--- src/rtl/i2cee_pkg.sv ---
// Package for the I2C EEPROM master: phase and command codes, item structs.
// No dependencies; used by every module of the block.
package i2cee_pkg;

    typedef enum logic [4:0] {
        PH_IDLE, PH_STA, PH_STB, PH_STC, PH_RCL, PH_RCH,
        PH_DWL, PH_DWH, PH_WAL, PH_WAH, PH_DRL, PH_DRH,
        PH_WDL, PH_WDH, PH_RXL, PH_RXH, PH_SPA, PH_SPB,
        PH_SPC, PH_WAIT
    } phase_t;

    typedef enum logic [2:0] {
        CMD_TICK, CMD_LOAD, CMD_WRITE, CMD_READ, CMD_RECOVER
    } cmd_kind_t;

    localparam logic [2:0] FUNC_TICK    = 3'd0;
    localparam logic [2:0] FUNC_LOAD    = 3'd1;
    localparam logic [2:0] FUNC_WRITE   = 3'd2;
    localparam logic [2:0] FUNC_READ    = 3'd3;
    localparam logic [2:0] FUNC_RECOVER = 3'd4;

    // start and stop kinds, held in the bit counter
    localparam logic [3:0] START_FIRST    = 4'd0;
    localparam logic [3:0] START_RESTART  = 4'd1;
    localparam logic [3:0] START_RECOVER  = 4'd2;
    localparam logic [3:0] START_RECOVER2 = 4'd3;
    localparam logic [3:0] STOP_PLAIN     = 4'd0;
    localparam logic [3:0] STOP_ERROR     = 4'd1;
    localparam logic [3:0] STOP_WRITE     = 4'd2;

    localparam logic [3:0] RECOVERY_CLOCKS = 4'd9;

    localparam logic [1:0] REG_DEVICE_CODE = 2'd0;
    localparam logic [1:0] REG_ACK_TIMEOUT = 2'd1;
    localparam logic [1:0] REG_WRITE_WAIT  = 2'd2;

    typedef struct packed {
        cmd_kind_t   kind;
        logic        sda_in;
        logic        page;
        logic [7:0]  word_addr;
        logic [4:0]  length;
        logic [3:0]  buf_index;
        logic [7:0]  data_byte;
    } cmd_t;

    typedef struct packed {
        logic [5:0]  device_code;
        logic [7:0]  ack_timeout;
        logic [15:0] write_wait_ticks;
    } cfg_t;

    typedef struct packed {
        logic        scl;
        logic        sda_out;
        logic        sda_oe;
        logic        busy_res;
        logic        read_valid;
        logic [7:0]  read_data;
        logic        read_last;
        logic        done_res;
        logic        error;
    } res_t;

    typedef struct packed {
        logic valid;
    } q_ctrl_t;

endpackage

--- src/rtl/i2c_eeprom_master.sv ---
// Top level of the I2C EEPROM master: stream ports, APB registers, assertions.
// Depends on i2cee_pkg, i2cee_front, i2cee_queue and i2cee_back.
//
// Each input transaction is one bus phase tick (or, while idle, a command in
// tuser: 0 tick, 1 load write-buffer byte, 2 sequential write, 3 random
// sequential read, 4 bus recovery) and yields exactly one result transaction
// with the SCL/SDA levels to drive for that phase plus status. The block takes
// one transaction per clock while m_tready is high: the front end decodes into
// a two-entry queue and the sequencer retires one entry per clock into the
// output register, so the single-step phase sequencer sets the rate. An item
// goes through a queue slot, then the output register. There is no clearing pass after reset.
// Registers: 0x0 device_code, 0x4 ack_timeout, 0x8 write_wait_ticks; write
// them only while the bus is idle.
module i2c_eeprom_master #(
    parameter int BUFFER_DEPTH = 16
) (
    input  logic        aclk,
    input  logic        aresetn,
    input  logic        s_tvalid,
    output logic        s_tready,
    // sda_in[0], page[1], word_addr[9:2], length[14:10], buf_index[18:15],
    // data_byte[26:19], zero fill [31:27]
    input  logic [31:0] s_tdata,
    // func[2:0]
    input  logic [2:0]  s_tuser,
    output logic        m_tvalid,
    input  logic        m_tready,
    // scl[0], sda_out[1], sda_oe[2], busy_res[3], read_valid[4],
    // read_data[12:5], done_res[13], error[14], zero fill [15]
    output logic [15:0] m_tdata,
    output logic        m_tlast,
    input  logic        psel,
    input  logic        penable,
    input  logic        pwrite,
    input  logic [3:0]  paddr,
    input  logic [31:0] pwdata,
    output logic [31:0] prdata,
    output logic        pready
);
    i2cee_pkg::cfg_t     cfg_reg;
    i2cee_pkg::cmd_t     front_cmd, head_cmd;
    i2cee_pkg::q_ctrl_t  q_ctrl;
    i2cee_pkg::res_t     res;
    logic                q_full, pop, push;
    logic [1:0]          q_count;

    assign pready   = 1'b1;
    assign s_tready = !q_full;
    assign push     = s_tvalid && s_tready;

    // register writes on the access phase
    always_ff @(posedge aclk) begin
        if (!aresetn) begin
            cfg_reg.device_code      <= 6'd40;
            cfg_reg.ack_timeout      <= 8'd250;
            cfg_reg.write_wait_ticks <= 16'd10000;
        end else if (psel && penable && pwrite) begin
            case (paddr[3:2])
                i2cee_pkg::REG_DEVICE_CODE: cfg_reg.device_code      <= pwdata[5:0];
                i2cee_pkg::REG_ACK_TIMEOUT: cfg_reg.ack_timeout      <= pwdata[7:0];
                i2cee_pkg::REG_WRITE_WAIT:  cfg_reg.write_wait_ticks <= pwdata[15:0];
                default: ;
            endcase
        end
    end

    always_comb begin
        case (paddr[3:2])
            i2cee_pkg::REG_DEVICE_CODE: prdata = {26'd0, cfg_reg.device_code};
            i2cee_pkg::REG_ACK_TIMEOUT: prdata = {24'd0, cfg_reg.ack_timeout};
            i2cee_pkg::REG_WRITE_WAIT:  prdata = {16'd0, cfg_reg.write_wait_ticks};
            default:                    prdata = 32'd0;
        endcase
    end

    i2cee_front #(.BUFFER_DEPTH(BUFFER_DEPTH)) u_front (
        .func   (s_tuser),
        .fields (s_tdata[26:0]),
        .cmd    (front_cmd)
    );

    i2cee_queue u_queue (
        .aclk       (aclk),
        .aresetn    (aresetn),
        .push       (push),
        .push_cmd   (front_cmd),
        .full       (q_full),
        .ctrl_valid (q_ctrl),
        .pop        (pop),
        .head_cmd   (head_cmd),
        .count      (q_count)
    );

    i2cee_back #(.BUFFER_DEPTH(BUFFER_DEPTH)) u_back (
        .aclk    (aclk),
        .aresetn (aresetn),
        .cfg     (cfg_reg),
        .q_in    (q_ctrl),
        .cmd     (head_cmd),
        .pop     (pop),
        .m_valid (m_tvalid),
        .m_ready (m_tready),
        .res     (res)
    );

    assign m_tdata = {1'b0, res.error, res.done_res, res.read_data, res.read_valid,
                      res.busy_res, res.sda_oe, res.sda_out, res.scl};
    assign m_tlast = res.read_last;

    // error only comes with the end of a transaction
    a_err_done: assert property (@(posedge aclk) disable iff (!aresetn)
        m_tvalid && res.error |-> res.done_res)
        else $error("error without done");

    // a read byte flag or done never shows on an idle bus phase
    a_rv_busy: assert property (@(posedge aclk) disable iff (!aresetn)
        m_tvalid && (res.read_valid || res.done_res) |-> res.busy_res)
        else $error("read or done outside a transaction");

    // idle phases drive both lines high
    a_idle_lines: assert property (@(posedge aclk) disable iff (!aresetn)
        m_tvalid && !res.busy_res |-> res.scl && res.sda_out && res.sda_oe)
        else $error("idle bus not high");

    // queue never overfills and pops only what it holds
    a_queue: assert property (@(posedge aclk) disable iff (!aresetn)
        q_count != 2'd3 && (!pop || q_count != 2'd0))
        else $error("queue count out of range");
endmodule

--- src/rtl/i2cee_front.sv ---
// Front end: unpack the input transaction and classify it into a command.
// Depends on i2cee_pkg.
module i2cee_front #(
    parameter int BUFFER_DEPTH = 16
) (
    input  logic [2:0]       func,
    input  logic [26:0]      fields,
    output i2cee_pkg::cmd_t  cmd
);
    logic [4:0] len_in;

    assign len_in = fields[14:10];

    always_comb begin
        cmd.sda_in    = fields[0];
        cmd.page      = fields[1];
        cmd.word_addr = fields[9:2];
        cmd.length    = len_in;
        cmd.buf_index = fields[18:15];
        cmd.data_byte = fields[26:19];
        case (func)
            i2cee_pkg::FUNC_LOAD:    cmd.kind = i2cee_pkg::CMD_LOAD;
            i2cee_pkg::FUNC_WRITE: begin
                cmd.kind = i2cee_pkg::CMD_WRITE;
                // clamp write length to the buffer
                if ({2'b00, len_in} > 7'(BUFFER_DEPTH))
                    cmd.length = 5'(BUFFER_DEPTH);
            end
            i2cee_pkg::FUNC_READ:    cmd.kind = i2cee_pkg::CMD_READ;
            i2cee_pkg::FUNC_RECOVER: cmd.kind = i2cee_pkg::CMD_RECOVER;
            default:                 cmd.kind = i2cee_pkg::CMD_TICK;
        endcase
    end
endmodule

--- src/rtl/i2cee_queue.sv ---
// Two-entry command queue between front and back ends.
// Depends on i2cee_pkg.
module i2cee_queue (
    input  logic                aclk,
    input  logic                aresetn,
    input  logic                push,
    input  i2cee_pkg::cmd_t     push_cmd,
    output logic                full,
    output i2cee_pkg::q_ctrl_t  ctrl_valid,
    input  logic                pop,
    output i2cee_pkg::cmd_t     head_cmd,
    output logic [1:0]          count
);
    i2cee_pkg::cmd_t slot_reg [2];
    logic       wr_ptr_reg, rd_ptr_reg;
    logic [1:0] count_reg;

    assign full             = (count_reg == 2'd2);
    assign ctrl_valid.valid = (count_reg != 2'd0);
    assign head_cmd         = slot_reg[rd_ptr_reg];
    assign count            = count_reg;

    always_ff @(posedge aclk) begin
        if (push) slot_reg[wr_ptr_reg] <= push_cmd;
        if (!aresetn) begin
            wr_ptr_reg <= 1'b0;
            rd_ptr_reg <= 1'b0;
            count_reg  <= 2'd0;
        end else begin
            if (push) wr_ptr_reg <= ~wr_ptr_reg;
            if (pop)  rd_ptr_reg <= ~rd_ptr_reg;
            count_reg <= count_reg + {1'b0, push} - {1'b0, pop};
        end
    end
endmodule

--- src/rtl/i2cee_back.sv ---
// Back end: bus phase sequencer, write buffer and result register.
// Depends on i2cee_pkg.
module i2cee_back #(
    parameter int BUFFER_DEPTH = 16
) (
    input  logic                aclk,
    input  logic                aresetn,
    input  i2cee_pkg::cfg_t     cfg,
    input  i2cee_pkg::q_ctrl_t  q_in,
    input  i2cee_pkg::cmd_t     cmd,
    output logic                pop,
    output logic                m_valid,
    input  logic                m_ready,
    output i2cee_pkg::res_t     res
);
    localparam int IW = (BUFFER_DEPTH > 1) ? $clog2(BUFFER_DEPTH) : 1;

    logic [7:0] buf_mem [BUFFER_DEPTH];

    i2cee_pkg::phase_t phase_reg, phase_next;
    logic [3:0]  bit_reg, bit_next;
    logic [4:0]  byte_reg, byte_next;
    logic [7:0]  shift_reg, shift_next;
    logic [7:0]  tmo_reg, tmo_next;
    logic [15:0] wait_reg, wait_next;
    logic [7:0]  addr_reg, addr_next;
    logic        page_reg, page_next;
    logic [4:0]  len_reg, len_next;
    logic        rd_reg, rd_next;
    logic        valid_reg;
    i2cee_pkg::res_t res_reg, r;

    i2cee_pkg::phase_t ph;
    logic          buf_we;
    logic [IW-1:0] buf_rd_addr;
    logic [7:0]    buf_word;
    logic [4:0]    byte_inc;
    logic [3:0]    bit_inc;
    logic          last_byte;
    logic [7:0]    rx_byte;

    assign pop      = q_in.valid && (!valid_reg || m_ready);
    assign m_valid  = valid_reg;
    assign res      = res_reg;
    assign byte_inc = byte_reg + 5'd1;
    assign bit_inc  = bit_reg + 4'd1;
    assign last_byte = ({1'b0, byte_reg} + 6'd1) >= {1'b0, len_reg};
    assign rx_byte  = {shift_reg[6:0], cmd.sda_in};

    // one read port: slot zero after the address byte, else the next slot
    assign buf_rd_addr = (phase_reg == i2cee_pkg::PH_WAH) ? '0 : IW'(byte_inc);
    assign buf_word    = buf_mem[buf_rd_addr];

    always_comb begin
        phase_next = phase_reg;
        bit_next   = bit_reg;
        byte_next  = byte_reg;
        shift_next = shift_reg;
        tmo_next   = tmo_reg;
        wait_next  = wait_reg;
        addr_next  = addr_reg;
        page_next  = page_reg;
        len_next   = len_reg;
        rd_next    = rd_reg;
        buf_we     = 1'b0;
        r          = '0;
        r.scl      = 1'b1;
        r.sda_out  = 1'b1;
        r.sda_oe   = 1'b1;
        ph         = phase_reg;

        if (phase_reg == i2cee_pkg::PH_IDLE) begin
            case (cmd.kind)
                i2cee_pkg::CMD_LOAD: begin
                    buf_we = ({3'b000, cmd.buf_index} < 7'(BUFFER_DEPTH));
                end
                i2cee_pkg::CMD_WRITE, i2cee_pkg::CMD_READ: begin
                    addr_next = cmd.word_addr;
                    page_next = cmd.page;
                    len_next  = cmd.length;
                    rd_next   = (cmd.kind == i2cee_pkg::CMD_READ);
                    bit_next  = i2cee_pkg::START_FIRST;
                    ph        = i2cee_pkg::PH_STA;
                end
                i2cee_pkg::CMD_RECOVER: begin
                    bit_next = i2cee_pkg::START_RECOVER;
                    ph       = i2cee_pkg::PH_STA;
                end
                default: ;
            endcase
        end

        r.busy_res = (ph != i2cee_pkg::PH_IDLE);

        case (ph)
            i2cee_pkg::PH_STA: phase_next = i2cee_pkg::PH_STB;
            i2cee_pkg::PH_STB: begin
                r.sda_out  = 1'b0;
                phase_next = i2cee_pkg::PH_STC;
            end
            i2cee_pkg::PH_STC: begin
                r.scl     = 1'b0;
                r.sda_out = 1'b0;
                if (bit_reg == i2cee_pkg::START_RESTART) begin
                    shift_next = {cfg.device_code, page_reg, 1'b1};
                    bit_next   = 4'd0;
                    phase_next = i2cee_pkg::PH_DRL;
                end else if (bit_reg == i2cee_pkg::START_RECOVER) begin
                    bit_next   = 4'd0;
                    phase_next = i2cee_pkg::PH_RCL;
                end else if (bit_reg == i2cee_pkg::START_RECOVER2) begin
                    bit_next   = i2cee_pkg::STOP_PLAIN;
                    phase_next = i2cee_pkg::PH_SPA;
                end else begin
                    shift_next = {cfg.device_code, page_reg, 1'b0};
                    bit_next   = 4'd0;
                    phase_next = i2cee_pkg::PH_DWL;
                end
            end
            i2cee_pkg::PH_RCL: begin
                r.scl      = 1'b0;
                phase_next = i2cee_pkg::PH_RCH;
            end
            i2cee_pkg::PH_RCH: begin
                if (bit_inc >= i2cee_pkg::RECOVERY_CLOCKS) begin
                    bit_next   = i2cee_pkg::START_RECOVER2;
                    phase_next = i2cee_pkg::PH_STA;
                end else begin
                    bit_next   = bit_inc;
                    phase_next = i2cee_pkg::PH_RCL;
                end
            end
            i2cee_pkg::PH_DWL, i2cee_pkg::PH_WAL,
            i2cee_pkg::PH_DRL, i2cee_pkg::PH_WDL: begin
                r.scl = 1'b0;
                if (bit_reg < 4'd8) begin
                    r.sda_out = shift_reg[7];
                end else begin
                    r.sda_oe = 1'b0;
                    tmo_next = 8'd0;
                end
                phase_next = i2cee_pkg::phase_t'(5'(ph) + 5'd1);
            end
            i2cee_pkg::PH_DWH, i2cee_pkg::PH_WAH,
            i2cee_pkg::PH_DRH, i2cee_pkg::PH_WDH: begin
                if (bit_reg < 4'd8) begin
                    r.sda_out  = shift_reg[7];
                    shift_next = {shift_reg[6:0], 1'b0};
                    bit_next   = bit_inc;
                    phase_next = i2cee_pkg::phase_t'(5'(ph) - 5'd1);
                end else begin
                    r.sda_oe = 1'b0;
                    if (!cmd.sda_in) begin
                        bit_next = 4'd0;
                        case (ph)
                            i2cee_pkg::PH_DWH: begin
                                shift_next = addr_reg;
                                phase_next = i2cee_pkg::PH_WAL;
                            end
                            i2cee_pkg::PH_WAH: begin
                                byte_next = 5'd0;
                                if (rd_reg) begin
                                    bit_next   = i2cee_pkg::START_RESTART;
                                    phase_next = i2cee_pkg::PH_STA;
                                end else if (len_reg == 5'd0) begin
                                    bit_next   = i2cee_pkg::STOP_WRITE;
                                    phase_next = i2cee_pkg::PH_SPA;
                                end else begin
                                    shift_next = buf_word;
                                    phase_next = i2cee_pkg::PH_WDL;
                                end
                            end
                            i2cee_pkg::PH_WDH: begin
                                byte_next = byte_inc;
                                if (byte_inc >= len_reg) begin
                                    bit_next   = i2cee_pkg::STOP_WRITE;
                                    phase_next = i2cee_pkg::PH_SPA;
                                end else begin
                                    shift_next = buf_word;
                                    phase_next = i2cee_pkg::PH_WDL;
                                end
                            end
                            default: begin
                                byte_next = 5'd0;
                                if (len_reg == 5'd0) begin
                                    bit_next   = i2cee_pkg::STOP_PLAIN;
                                    phase_next = i2cee_pkg::PH_SPA;
                                end else begin
                                    shift_next = 8'd0;
                                    phase_next = i2cee_pkg::PH_RXL;
                                end
                            end
                        endcase
                    end else if (tmo_reg >= cfg.ack_timeout) begin
                        bit_next   = i2cee_pkg::STOP_ERROR;
                        phase_next = i2cee_pkg::PH_SPA;
                    end else begin
                        tmo_next = tmo_reg + 8'd1;
                    end
                end
            end
            i2cee_pkg::PH_RXL: begin
                r.scl = 1'b0;
                if (bit_reg < 4'd8) r.sda_oe  = 1'b0;
                else                r.sda_out = last_byte;
                phase_next = i2cee_pkg::PH_RXH;
            end
            i2cee_pkg::PH_RXH: begin
                if (bit_reg < 4'd8) begin
                    r.sda_oe   = 1'b0;
                    shift_next = rx_byte;
                    bit_next   = bit_inc;
                    if (bit_inc == 4'd8) begin
                        r.read_valid = 1'b1;
                        r.read_data  = rx_byte;
                        r.read_last  = last_byte;
                    end
                    phase_next = i2cee_pkg::PH_RXL;
                end else begin
                    r.sda_out = last_byte;
                    byte_next = byte_inc;
                    bit_next  = 4'd0;
                    if (byte_inc >= len_reg) begin
                        bit_next   = i2cee_pkg::STOP_PLAIN;
                        phase_next = i2cee_pkg::PH_SPA;
                    end else begin
                        shift_next = 8'd0;
                        phase_next = i2cee_pkg::PH_RXL;
                    end
                end
            end
            i2cee_pkg::PH_SPA: begin
                r.scl      = 1'b0;
                r.sda_out  = 1'b0;
                phase_next = i2cee_pkg::PH_SPB;
            end
            i2cee_pkg::PH_SPB: begin
                r.sda_out  = 1'b0;
                phase_next = i2cee_pkg::PH_SPC;
            end
            i2cee_pkg::PH_SPC: begin
                if (bit_reg == i2cee_pkg::STOP_WRITE && cfg.write_wait_ticks != 16'd0) begin
                    wait_next  = cfg.write_wait_ticks;
                    phase_next = i2cee_pkg::PH_WAIT;
                end else begin
                    r.done_res = 1'b1;
                    r.error    = (bit_reg == i2cee_pkg::STOP_ERROR);
                    phase_next = i2cee_pkg::PH_IDLE;
                end
                bit_next = 4'd0;
            end
            i2cee_pkg::PH_WAIT: begin
                if (wait_reg != 16'd0) wait_next = wait_reg - 16'd1;
                if (wait_reg <= 16'd1) begin
                    r.done_res = 1'b1;
                    phase_next = i2cee_pkg::PH_IDLE;
                end
            end
            default: phase_next = i2cee_pkg::PH_IDLE;
        endcase

        if (!r.sda_oe) r.sda_out = 1'b1;
    end

    always_ff @(posedge aclk) begin
        if (pop && buf_we) buf_mem[IW'(cmd.buf_index)] <= cmd.data_byte;
        if (pop) res_reg <= r;
        if (!aresetn) begin
            phase_reg <= i2cee_pkg::PH_IDLE;
            bit_reg   <= 4'd0;
            byte_reg  <= 5'd0;
            shift_reg <= 8'd0;
            tmo_reg   <= 8'd0;
            wait_reg  <= 16'd0;
            addr_reg  <= 8'd0;
            page_reg  <= 1'b0;
            len_reg   <= 5'd0;
            rd_reg    <= 1'b0;
            valid_reg <= 1'b0;
        end else begin
            if (pop) begin
                phase_reg <= phase_next;
                bit_reg   <= bit_next;
                byte_reg  <= byte_next;
                shift_reg <= shift_next;
                tmo_reg   <= tmo_next;
                wait_reg  <= wait_next;
                addr_reg  <= addr_next;
                page_reg  <= page_next;
                len_reg   <= len_next;
                rd_reg    <= rd_next;
            end
            if (pop)          valid_reg <= 1'b1;
            else if (m_ready) valid_reg <= 1'b0;
        end
    end
endmodule

--- config.mk ---
export PLATFORM = sky130hd
export DESIGN_NAME = i2c_eeprom_master
export DESIGN_NICKNAME = d
export VERILOG_FILES = /design/src/rtl/i2cee_pkg.sv /design/src/rtl/i2c_eeprom_master.sv /design/src/rtl/i2cee_front.sv /design/src/rtl/i2cee_queue.sv /design/src/rtl/i2cee_back.sv
export SDC_FILE = /design/constraint.sdc
export NUM_CORES = 1
export LEC_CHECK = 0
export ABC_AREA = 0
export BUFFER_PORTS_ARGS = -buffer_cell sky130_fd_sc_hd__buf_2
export CORE_ASPECT_RATIO = 2
export CORE_UTILIZATION = 50
export CTS_BUF_LIST = sky130_fd_sc_hd__clkbuf_8
export CTS_CLUSTER_DIAMETER = 60
export DETAILED_ROUTE_END_ITERATION = 8
export PLACE_DENSITY = 0.69
export SYNTH_ARGS = -nofsm -noshare
export SYNTH_HDL_FRONTEND = slang
export SYNTH_SLANG_ARGS = --single-unit
--- constraint.sdc ---
create_clock -name aclk -period 4 [get_ports aclk]
set_input_delay 0 -clock aclk [delete_from_list [all_inputs] [get_ports aclk]]
set_output_delay 0 -clock aclk [all_outputs]
set_load 0.05 [all_outputs]
; After elaboration in Yosys (flattened, before gate mapping)
; Memories as Yosys holds them, arrays and structs flattened. A register that Yosys moved wholly into a read port is not among the register bits.
; Index checks and enable logic that the tools add are counted.
[totals]
reg_bits = 112
latch_bits = 0
ramBits = 188
mem_bits_ro = 0
wordCells = 226
n_memories = 2
[mem_list]
columns = name, words, word_bits, read_ports, rd_clocked_by_memory_dff, wr, line_no
row1 = u_back.buf_mem, 16, 8, 1, 0, 1, i2cee_back.sv:18  ; logic [7:0] buf_mem [BUFFER_DEPTH];
row2 = u_queue.slot_reg, 2, 30, 1, 1, 1, i2cee_queue.sv:14  ; i2cee_pkg::cmd_t slot_reg [2];
[classes]
n_addsub = 9
multipliers = 0
div = 0
n_lt_le_gt_ge = 7
n_eq_ne = 54
shift = 0
n_mux = 83
n_bitwise = 3
reduce_logical = 42
[ops]
columns = cell, count
row1 = 8-bit two-way mux, 15
row2 = 5-bit two-way mux, 21
row3 = 5-bit case mux with 13 select lines, 1
row4 = 16-bit case mux with 3 select lines, 1
row5 = 8-bit case mux with 3 select lines, 2
row6 = "5-bit by 4-bit == test with 1-bit output, second input constant", 9
row7 = 16-bit two-way mux, 2
row8 = 4-bit two-way mux, 8
row9 = 16-bit case mux with 2 select lines, 1
row10 = 16-bit nonzero test, 2
row11 = "5-bit by 3-bit == test with 1-bit output, second input constant", 4
row12 = "5-bit == test, second input constant", 4
row13 = 5-bit case mux with 2 select lines, 2
row14 = "16-bit by 1-bit <= comparator with 1-bit output, second input constant", 1
row15 = 1-bit two-way mux, 16
row16 = 4-bit case mux with 2 select lines, 2
row17 = 4-bit case mux with 4 select lines, 1
row18 = 8-bit case mux with 2 select lines, 1
row19 = 8-bit OR reduction, 2
row20 = "16-bit by 1-bit subtractor with 16-bit output, second input constant", 1
row21 = 5-bit case mux with 3 select lines, 1
row22 = "3-bit by 2-bit == test with 1-bit output, second input constant", 4
row23 = "2-bit != test, second input constant", 6
row24 = 3-bit case mux with 4 select lines, 1
row25 = other kinds (50), 90

; Logic depth before layout (Yosys ltp)
[logic_depth]
word_depth = 9
mapped_depth = 18
ltp_nobuf = 14

; Hierarchy
; Synthesis repeated with hierarchy kept, for this count alone.
[unflattened]
cells_unflattened = 1268
area_unflattened_um2 = 14620.3
[by_module_without_submodules]
columns = module, n_inst, cells_per_inst, area_each_um2
row1 = i2cee_back, 1, 939, 10301.1
row2 = i2cee_queue, 1, 114, 2513.7
row3 = i2c_eeprom_master, 1, 184, 1571.5
row4 = i2cee_front, 1, 31, 234.0

; Worst setup path before layout
; Ideal clock, no wire load.
[synth_timing]
path_type = reg2reg
start = register u_back.phase_reg[4]
end = register u_back.shift_reg[0]
setup_time_ns = 0.072
arrival_ns = 3.617
required_time_ns = 3.928
setup_slack_ns = 0.311
path_stages_with_launch = 19
n_path_buf = 4
period_less_slack_ns = 3.689
cell_sequence = dfxtp_1 > buf_2 > or2_0 > buf_2 > nor4_1 > a21boi_0 > nor2_1 > inv_1 > ha_1 > clkbuf_1 > and3_1 > ha_1 > inv_1 > o311ai_2 > nor2_1 > nor4_4 > and2_1 > buf_2 > mux2i_1
[synth_via]
elab_chain_len = 9
[synth_lines]
columns = element, line_no
row1 = start: declaration, i2cee_back.sv:20  ; i2cee_pkg::phase_t phase_reg, phase_next;
row2 = start signal: assignment, i2cee_back.sv:269  ; phase_reg <= i2cee_pkg::PH_IDLE;
row3 = start signal: assignment, i2cee_back.sv:282  ; phase_reg <= phase_next;
row4 = 5-bit by 4-bit == test with 1-bit output, i2cee_back.sv:51  ; assign buf_rd_addr = (phase_reg == i2cee_pkg::PH_WAH) ? '0 : IW'(byte_inc);
row5 = 4-bit two-way mux, i2cee_back.sv:51
row6 = memory 16 x 8 bit, n/a
row7 = 8-bit two-way mux, i2cee_back.sv:165  ; end else if (len_reg == 5'd0) begin
row8 = 8-bit two-way mux, i2cee_back.sv:162  ; if (rd_reg) begin
row9 = 8-bit case mux with 3 select lines, i2cee_back.sv:155  ; case (ph)
row10 = 8-bit two-way mux, i2cee_back.sv:153  ; if (!cmd.sda_in) begin
row11 = 8-bit two-way mux, i2cee_back.sv:146  ; if (bit_reg < 4'd8) begin
row12 = 8-bit case mux with 3 select lines, i2cee_back.sv:95  ; case (ph)
row13 = end signal: assignment, i2cee_back.sv:285  ; shift_reg <= shift_next;
row14 = end: declaration, i2cee_back.sv:23  ; logic [7:0] shift_reg, shift_next;
; Parallel ways exist; a longest one is shown, timed or not. The select of a mux whose other input is x is not followed.
; A chain may end at the register's enable or synchronous reset.

; Worst setup path in the final report
[layout_timing]
start = register u_back.phase_reg[4]
end = register u_back.shift_reg[1]
; Same word-level chain as after synthesis.

==> flow_results.xml <==
<?xml version="1.0" encoding="UTF-8"?>
<metrics>
  <group name="status">
    <metric name="status" unit="">finished, final reports clean</metric>
  </group>
  <group name="timing">
    <metric name="timing.final.hold_violations" unit="">0</metric>
    <metric name="final.min_clock_period" unit="ps">3681</metric>
    <metric name="grt_setup_unrepaired" unit="">no</metric>
    <metric name="timing.final.crit_share" unit="%">92.03</metric>
    <metric name="worst_hold_slack" unit="ps">90.11</metric>
    <metric name="worst_pin_slew" unit="ps">1102</metric>
    <metric name="final-max-slew-violation-count" unit="">0</metric>
    <metric name="fin_ws" unit="ps">318.7</metric>
    <metric name="setup_viol" unit="">0</metric>
    <metric name="final.setup_skew" unit="ps">14.16</metric>
    <metric name="final.setup.tns" unit="ps">0</metric>
    <metric name="max_clock_freq" unit="MHz">271.6</metric>
    <metric name="slew_headroom" unit="%">26.22</metric>
  </group>
  <group name="clock_tree">
    <metric name="clk_path_buf_depth" unit="">3</metric>
    <metric name="clkSinkCount" unit="">301</metric>
    <metric name="tritoncts" unit="">done</metric>
    <metric name="clk_pin_slew" unit="ps">70</metric>
    <metric name="cts_made_buffers" unit="">42</metric>
    <metric name="root_buffer" unit="">clkbuf_8</metric>
    <metric name="clk_latency" unit="ps">590</metric>
    <metric name="cts.htree.levels" unit="">2</metric>
    <metric name="cts_setup_buffers" unit="">0</metric>
  </group>
  <group name="layout">
    <metric name="area_growth" unit="%">15.91</metric>
    <metric name="largest_register_ffs" unit="">128</metric>
    <metric name="finalCoreUtilization" unit="%">59.08</metric>
    <metric name="layout-drive-gt1-share" unit="%">16.77</metric>
    <metric name="finalNetCount" unit="">1562</metric>
    <metric name="fill_cells" unit="">2370</metric>
  </group>
  <group name="routing">
    <metric name="final_antenna_net_count" unit="">0</metric>
    <metric name="route.vias.total" unit="">10880</metric>
    <metric name="routedWlPerCell" unit="um">21.35</metric>
    <metric name="drt-total-wl" unit="mm">39.33</metric>
    <metric name="drt_pass1_iterations" unit="">5</metric>
    <metric name="detailedRoute.firstIterationViolations" unit="">589</metric>
    <metric name="detail_route.vias_per_cell" unit="">5.905</metric>
    <metric name="drc" unit="">0</metric>
  </group>
  <group name="floorplanning">
    <metric name="num_ports" unit="">130</metric>
    <metric name="initial_utilization" unit="%">50.97</metric>
    <metric name="die_width" unit="um">122.1</metric>
    <metric name="die_height" unit="um">242.2</metric>
    <metric name="dieArea" unit="sq mm">0.02958</metric>
    <metric name="fp-row-count" unit="">87</metric>
    <metric name="area_of_the_placeable_core" unit="sq mm">0.02830</metric>
  </group>
  <group name="run">
    <metric name="max-cap-violations" unit="">0</metric>
  </group>
  <group name="setup_path">
    <metric name="origin_of_the_critical_flop_to_flop_path" unit="">u_back.phase_reg[4]</metric>
    <metric name="arrival" unit="ps">4130</metric>
    <metric name="path_cells" unit="">or2_0, nor4_1, a21boi_2, nor2_1, inv_1, ha_1, and3_1, ha_1, inv_1, o311ai_2, buf_4, a21boi_0, o22ai_1, nor4_1, a211oi_1</metric>
    <metric name="critical-path-slowest-cell" unit="">nor4_1</metric>
    <metric name="rrSetupSlack" unit="ps">320</metric>
    <metric name="critPathTopFamily" unit="">simple AND/OR/NAND/NOR gates</metric>
    <metric name="max_stage_delay" unit="ps">380</metric>
    <metric name="critical_path.n_buffers_inverters" unit="">3</metric>
    <metric name="setup.worst_path.class" unit="">register to register</metric>
    <metric name="critical_path_required" unit="ps">4440</metric>
    <metric name="cp_startpoint_kind" unit="">register</metric>
    <metric name="timing.critical_path.from" unit="">u_back.phase_reg[4]</metric>
    <metric name="cp-end-kind" unit="">register</metric>
    <metric name="critPathMaxFanout" unit="">16</metric>
  </group>
  <group name="yosys">
    <metric name="syn_area" unit="sq mm">0.01443</metric>
    <metric name="yosys.area.top_type_share" unit="%">42.46</metric>
    <metric name="netlist-cell-type-count" unit="">88</metric>
    <metric name="synth_edf_count" unit="">204</metric>
    <metric name="commonest_cells_in_the_netlist" unit="">204 x edfxtp_1, 116 x nand2_1, 113 x nor2_1</metric>
    <metric name="async_reset_ff_share" unit="%">0</metric>
    <metric name="synthCells" unit="">1294</metric>
    <metric name="ys_seq_elements" unit="">301</metric>
    <metric name="postSynth.topFlopCell" unit="">edfxtp_1</metric>
    <metric name="synth_area_leaders" unit="">edfxtp_1 42%, dfxtp_1 13%, mux2i_1 3.5%, a21oi_1 3.1%, nand2_1 3.0%</metric>
    <metric name="synth_warnings" unit="">0</metric>
    <metric name="syn_avg_cell_area" unit="sq um">11.15</metric>
    <metric name="synth_top_cell_by_area" unit="">edfxtp_1</metric>
    <metric name="synthMostInstantiatedCell" unit="">edfxtp_1</metric>
    <metric name="seq_total_area_yosys" unit="%">55.92</metric>
  </group>
  <group name="power">
    <metric name="total_power" unit="mW">8.223</metric>
    <metric name="ir_drop" unit="uV">460.1</metric>
    <metric name="powerDensity" unit="mW/mm^2">491.8</metric>
    <metric name="total_leakage_power" unit="nW">6.004</metric>
  </group>
  <group name="global_routing">
    <metric name="global_route.overflow_total" unit="">0</metric>
    <metric name="grt_start_max_net_pins" unit="">56</metric>
    <metric name="global_route_wire_length_before_repair" unit="mm">59.61</metric>
    <metric name="via_count_of_the_first_global_routing_pass" unit="">10840</metric>
    <metric name="initial_antenna_violation_count" unit="">1</metric>
    <metric name="grt_use_total" unit="%">26.91</metric>
  </group>
  <group name="place">
    <metric name="portBuffers" unit="">88</metric>
    <metric name="place.detailed.hpwl" unit="mm">28.25</metric>
    <metric name="placement.setup.worst_slack" unit="ps">91.24</metric>
    <metric name="place_congestion" unit="">1.019</metric>
  </group>
  <group name="worst_hold_path">
    <metric name="worst_min_delay_path_class" unit="">input port to register</metric>
    <metric name="hold_path_origin" unit="">paddr[3]</metric>
  </group>
</metrics>
[timing repair]
item	CTS	global route
hold buffers	60	0
endpoints found under the setup margin	0	36
resized for setup	0	3
endpoints found under the hold margin	102	0
[through the flow]
step / cells / cell area (sq um)
finish: 1842 / 16720
global route: 1842 / 16720
CTS: 1841 / 16710
detailed placement: 1705 / 15260
global placement: 1705 / 15260
floorplan: 1310 / 14490
[kinds of logic after synthesis]
logic type,synth area share (%)
other cells,0.05206
mux,6.895
fa+ha+maj,2.689
compound gates,14.35
buf+inv,4.362
xor+xnor,0.9194
simple gates,14.81
flops,55.92
[cell type report]
class	count	area, sq um	area share [%]
tap	356	445.4	2.664
multi-input combinational	873	5813	34.77
clock inverter	28	187.7	1.122
inverter	42	162.7	0.9728
clock buffer	48	660.6	3.951
sequential	301	8070	48.26
antenna	1	2.502	0.01497
timing repair buffer	193	1379	8.246
[placed cells by master, fill, tap and decap left out, drive strengths merged, types with 31 or more instances in the layout]
cell type | netlist | final
edfxtp | 204 | 204
buf | 45 | 133
nand2 | 116 | 116
nor2 | 114 | 114
dfxtp | 97 | 97
a21oi | 91 | 91
dlygate4sd3 | 0 | 60
inv | 39 | 52
mux2i | 51 | 51
clkbuf | 49 | 48
o21ai | 42 | 42
a211oi | 33 | 33
nand3 | 32 | 32
ha | 31 | 31
[layer usage]
layer	wire length, um	track usage (%)	vias to the layer above
met5	0	0	-
met4	2792	17.86	0
met3	1589	3.861	147
met2	21980	51.60	365
met1	12970	25.37	5239
li1	-	-	5126
[worst paths after layout]
kind | end | depth (start not counted)
setup / recovery | u_back.shift_reg[1] | 15
hold / removal | cfg_reg[16] | 5
hold reg to reg | u_back.tmo_reg[7] | 2
setup reg to reg | u_back.shift_reg[1] | 15
[worst min-delay path, cell delays in order]
cell and delay [ps]:
buf_2 210, nor3b_1 80, buf_4 180, nand2_1 80, a21oi_1 60
[power breakdown]
group | internal (mW) | leakage, nW | switching, mW | total (mW)
clock | 1.24 | 0.484 | 1.15 | 2.39
sequential | 3.74 | 2.65 | 0.140 | 3.88
combinational | 0.591 | 2.87 | 1.35 | 1.95
total | 5.58 | 6.00 | 2.65 | 8.22
(Power assumes the default switching activity.)
